### config.mk
export PLATFORM = sky130hd
export DESIGN_NAME = pgnt_ram
export DESIGN_NICKNAME = d
export VERILOG_FILES = /design/src/rtl/core/pgnt_ram.sv
export SDC_FILE = /design/constraint.sdc
export NUM_CORES = 1
export LEC_CHECK = 0
export BUFFER_PORTS_ARGS = -buffer_cell sky130_fd_sc_hd__buf_2
export CORE_ASPECT_RATIO = 1.75
export CORE_MARGIN = 3
export CORE_UTILIZATION = 55
export CTS_CLUSTER_DIAMETER = 150
export CTS_CLUSTER_SIZE = 25
export DETAILED_ROUTE_END_ITERATION = 16
export PLACE_DENSITY = 0.71
export SKIP_LAST_GASP = 1
export SYNTH_ARGS = -nofsm -noshare
export SYNTH_HDL_FRONTEND = slang
export SYNTH_SLANG_ARGS = --single-unit
### constraint.sdc
create_clock -name clock -period 3.03 [get_ports clock]
set_clock_uncertainty 0.15 [all_clocks]
set_input_delay 0.1515 -clock clock [delete_from_list [all_inputs] [get_ports clock]]
set_output_delay 0.1515 -clock clock [all_outputs]
set_load 0.01 [all_outputs]
### src/rtl/core/pgnt_ram.sv
// Generic single-port-write, registered-read RAM.
`timescale 1ns / 1ps
module pgnt_ram #(
   parameter int WIDTH = 16,
   parameter int DEPTH = 48,
   localparam int AW = (DEPTH > 1) ? $clog2(DEPTH) : 1
) (
   input  logic             clock,
   input  logic             wr_en,
   input  logic [AW-1:0]    wr_addr,
   input  logic [WIDTH-1:0] wr_data,
   input  logic [AW-1:0]    rd_addr,
   output logic [WIDTH-1:0] rd_data
);
   logic [WIDTH-1:0] mem_ff [DEPTH];
   logic [WIDTH-1:0] rd_data_ff;

   always_ff @(posedge clock) begin
      if (wr_en) begin
         mem_ff[wr_addr] <= wr_data;
      end
      rd_data_ff <= mem_ff[rd_addr];
   end

   assign rd_data = rd_data_ff;
endmodule

==> results of run 1 <==
## worst max-delay path: stages
cell and delay, ns:
buf_8 0.24, buf_12 0.26, buf_4 0.51, mux2i_1 0.17
a221oi_1 0.33, o22ai_1 0.27, o41ai_2 0.35
## power breakdown
group / total (mW) / internal, mW / switching [mW]
clock network: 5.46 / 2.32 / 3.13
registers: 12.0 / 12.0 / 0.0490
logic: 1.17 / 0.435 / 0.739
## routing by layer
layer  wire length (µm)  track usage [%]
met2              37000             42.9
met4               2900             8.91
met3               3800             2.75
met5                  0                0
met1              26200             31.1
## per-stage QoR
| stage | hold WS [ns] | setup WS [ns] | power [mW] | instance area, µm² |
|---|---|---|---|---|
| after floorplan | 0.100 | 0.702 | 12.9 | 30300 |
| after global placement | 0.398 | 0.532 | 13.4 | 31900 |
| after detailed placement | 0.402 | 0.465 | 13.5 | 31900 |
| after CTS | 0.0232 | 1.03 | 18.8 | 32900 |
| after global routing | 0.0341 | 0.948 | 19.2 | 32900 |
| final | 0.0580 | 1.03 | 18.7 | 32900 |
## final timing paths
kind	startpoint	to	slack, ns	cells past startpoint
min	rd_addr[4]	rd_data[7]	0.06	4
max	rd_addr[0]	rd_data[4]	1.03	7
max reg2reg	mem_ff[34][8]	rd_data[8]	1.04	4
min reg2reg	mem_ff[6][9]	rd_data[9]	0.69	4
## Yosys cell counts, types with 6 or more instances
cell type    n
edfxtp_1   768
mux2i_1    256
mux4_2      80
a22oi_1     64
nor2_1      46
a21oi_1     32
a221oi_1    32
a22o_1      32
clkbuf_1    29
nand2_1     23
buf_2       19
buf_6       19
dfxtp_1     16
o22ai_1     16
o41ai_2     16
buf_4       14
buf_1        8
nor2b_1      6
## sequential cells by signal, indices dropped and copies added (netlist names)
register,flops
rd_data,16
mem_ff,768
## area by class of cell
class / instances / area (µm²) / share of cell area (%)
clock inverter: 1 / 16.3 / 0.0494
multi-input combinational: 626 / 6410 / 19.5
tap: 690 / 863 / 2.62
antenna: 5 / 12.5 / 0.0380
sequential: 784 / 23400 / 71.1
clock buffer: 58 / 1000 / 3.05
timing repair buffer: 156 / 1220 / 3.70
## kinds of logic after synthesis
group | Yosys count | share of synthesized area (%)
mux | 336 | 14.4
flops | 784 | 77.2
simple gates | 98 | 1.45
compound gates | 192 | 5.15
buf+inv | 89 | 1.83
## cell usage in the layout, fill, tap and decap left out, types with 2 or more instances in the layout
cell type,instances
nor3_2,4
diode_2,5
a22o_1,32
nand3_1,5
edfxtp_1,768
nor2b_4,2
a22oi_1,64
dfxtp_1,16
buf_4,99
nor2b_1,4
nor2_1,46
nand2b_1,5
buf_2,44
buf_12,12
mux2i_1,256
nand2_1,23
a221oi_1,32
o41ai_2,16
o22ai_1,16
mux4_2,80
clkbuf_1,21
a21oi_1,32
clkbuf_16,37
==> flow_summary.toml, run 1 <==
[timing]
max_freq_mhz = 501
hold_viol_final = 0
rsz0062_at_grt = "no"
drv_slew = 0
tightest_slew_ns = 1.03
finalCritPeriodShare_pct = 65.9
relSlewSlack_pct = 31.4
setup_viol = 0
layout_min_cycle_time_ns = 2.00
setup_tns_ns = 0

[floorplanning]
start_util_pct = 55.7
core_area_um2 = 54400
die_w_um = 183
die-area_um2 = 58100
fp.dieH_um = 317
io_pins = 46
num_rows = 113

[clocking]
clockBufferDepth = 3
clk_pin_slew_worst_paths_ns = 0.10
cts.sinks = 784
clock_latency_ns = 0.56
clockRootBuffer = "clkbuf_16"
cts_tree = "done"
cts_setup_buffers = 0
cts_resized = 0
numCtsBuffers = 37
ctsHoldBuffers = 0
h-tree-depth = 2

[yosys]
yosysTopAreaCellShare_pct = 76.1
ys_warn_count = 0
ys_seq_elements = 784
synth_top_area_cell = "edfxtp_1"
synth_area_leaders = "edfxtp_1, mux2i_1, mux4_2"
synth_edf_count = 768
yosysUniqueCellTypes = 30
synth_ff_type = "edfxtp_1"
avgSynthCellArea_um2 = 20.2
synthArstFlopShare_pct = 0
synth_area_um2 = 30300
synthCells = 1499
synth_nets = 1529
synth-seq-area-share_pct = 77.2

[global_routing]
grt_use_total_pct = 24.3
grt_max_degree = 65
grt_pass1_wl_mm = 102
antenna_found_initial = 6
grt_remaining_overflow = 0
grt_pass1_vias = 15000

[setup_path]
path_max_fanout = 29
critPathKind = "primary input to register"
end_kind = "register"
arrival_ns = 2.32
startpoint_type = "primary input"
crit_required_ns = 3.35

[power_and_ir_drop]
ir_drop_mv = 0.451
powerDensity_nw_per_um2 = 567
power.leakage_nw = 10.9

[finish]
finalNonFillerCells = 2320
fillers = 3794
syn2layout_area_growth_pct = 8.59
drive_gt1_share_pct = 18.4
finalNetCount = 1635
fin_util_pct = 60.4

[placed_design]
io_buffers = 45
place_hpwl_mm = 43.9
placed_cells = 2256
place.gp.congestion = 0.824

[detailed_routing]
drt-initial-drc-count = 1644
drt-total-wl_mm = 69.9
routedWlPerCell_um = 30.1
drt.antenna.violating_nets = 0
drc = 0
firstDrtPassIters = 5
via_per_inst = 6.40
vias = 14900

[worst_hold_path]
min_path_type = "primary input to register"

[run]
maxCapViolations = 0

[run_status]
status = "finished clean"
Note: power is estimated with default switching activity, not from simulation.
==> run 2, diff against run 1 <==
--- a/config.mk
+++ b/config.mk
@@ -12,7 +12,7 @@
 export CTS_CLUSTER_DIAMETER = 150
 export CTS_CLUSTER_SIZE = 25
 export DETAILED_ROUTE_END_ITERATION = 16
-export PLACE_DENSITY = 0.71
+export PLACE_DENSITY = 0.74
 export SKIP_LAST_GASP = 1
 export SYNTH_ARGS = -nofsm -noshare
 export SYNTH_HDL_FRONTEND = slang
==> constraint.sdc (replaced) <==
create_clock -name clock -period 1.8 [get_ports clock]
set_clock_uncertainty 0.15 [all_clocks]
set_input_delay 0.09 -clock clock [delete_from_list [all_inputs] [get_ports clock]]
set_output_delay 0.09 -clock clock [all_outputs]
set_load 0.01 [all_outputs]
==> flow_summary.toml, run 2 (synthesized netlist as in run 1, its figures left out) <==
[clocking]
cts_tree = "done"
clockRootBuffer = "clkbuf_16"
cts.sinks = 784
numCtsBuffers = 37
clk_pin_slew_worst_paths_ns = 0.10
h-tree-depth = 2
clock_latency_ns = 0.56
clockBufferDepth = 3

[finish]
syn2layout_area_growth_pct = 14.7
regMostFlops = "mem_ff"
largest_reg_flops = 768
final_cell_mix = "edfxtp_1, mux2i_1, buf_4, mux4_2, buf_12"
final_common_cell = "edfxtp_1"
finalNonFillerCells = 2432
finalNetCount = 1745
drive_gt1_share_pct = 25.5

[floorplanning]
core_area_um2 = 54400
die-area_um2 = 58100
start_util_pct = 55.7
fp.dieH_um = 317
io_pins = 46
num_rows = 113
die_w_um = 183

[setup_path]
arrival_ns = 2.23
path_max_fanout = 1
regToRegStartpoint = "mem_ff[34][1]"
crit_start = "mem_ff[34][1]"
r2r_slack_ns = -0.14
startpoint_type = "register"
critPathKind = "register to register"
end_kind = "register"
crit_required_ns = 2.10

[timing]
tightest_slew_ns = 0.854
rsz0062_at_grt = "yes"
hold_viol_final = 0
worst_slack_ns = -0.136
layout_min_cycle_time_ns = 1.94
setup_viol = 16
max_freq_mhz = 516
relSlewSlack_pct = 43.1
drv_slew = 0
setup_tns_ns = -1.07
finalCritPeriodShare_pct = 108

[detailed_routing]
drt-total-wl_mm = 74.1
wl_met3_mm = 4.22
dr.max_layer_used = "met5"
wl_met1_mm = 25.8
via_per_inst = 6.34
drc = 0
firstDrtPassIters = 7
drt-initial-drc-count = 1701
routedWlPerCell_um = 30.5
vias = 15400
drt.antenna.violating_nets = 0
dr_wl_met2_mm = 39.7

[global_routing]
antenna_found_initial = 5
grt_pass1_wl_mm = 108
grt_pass1_vias = 16000
grt_use_total_pct = 25.8
grt_remaining_overflow = 0
grt_max_degree = 49

[run_status]
violations = "setup timing"
status = "finished with violations"

[placed_design]
place.gp.congestion = 0.906
dp_worst_setup_slack_ns = -0.836
placed_cells = 2350
io_buffers = 45
place_hpwl_mm = 48.1

[worst_hold_path]
min_from = "wr_data[10]"
min_path_type = "primary input to register"

[power_and_ir_drop]
powerDensity_nw_per_um2 = 916
power.leakage_nw = 11.7
ir_drop_mv = 0.768

[run]
maxCapViolations = 0
## run 2: where the power goes
part | switching [mW] | internal [mW] | leakage (nW) | total, mW
sequential | 0.0765 | 20.2 | 7.04 | 20.2
combinational | 1.36 | 0.978 | 4.18 | 2.34
clock | 5.29 | 3.94 | 0.493 | 9.24
total | 6.73 | 25.1 | 11.7 | 31.8
## run 2: through the flow
step                      instance area, µm²  hold slack (ns)  util [%]  total power, mW
after floorplan                        30400           0.0389         -             21.8
after global placement                 33400            0.355      61.3             22.9
after detailed placement               33400            0.348      61.3             22.9
after CTS                              34700          0.00363      63.7             31.9
after global routing                   34700           0.0131      63.8             32.7
final                                  34700         0.000212      63.8             31.8
## run 2: metal layers
layer	global-route usage (%)	up-vias
li1	-	6592
met1	31.0	8043
met2	46.0	616
met3	2.92	161
met4	13.3	4
met5	0	-
## run 2: worst paths after layout
path              cells past startpoint             end
setup reg to reg                      4      rd_data[1]
setup / recovery                      4      rd_data[1]
hold / removal                        2  mem_ff[10][10]
hold reg to reg                       4     rd_data[14]
## run 2: timing repair
action / 4_1_cts / 5_1_grt
resized for setup: 17 / 8
endpoints found under the setup margin: 16 / 16
setup buffers: 0 / 0
hold endpoints to repair: 525 / 0
pin swaps: 2 / 0
hold buffers: 16 / 0
## run 2: final cells by class
class                      instances  area (µm²)
timing repair buffer             266        2820
clock buffer                      62        1020
multi-input combinational        626        6630
tap                              690         863
antenna                            3        7.51
clock inverter                     1        16.3
fill                            3468       19700
sequential                       784       23400
## run 2: worst max-delay path, stage by stage, from the launching register on
cell,delay [ns]
edfxtp_1,0.39
mux4_2,0.50
mux4_2,0.55
nand2_2,0.15
o41ai_2,0.10
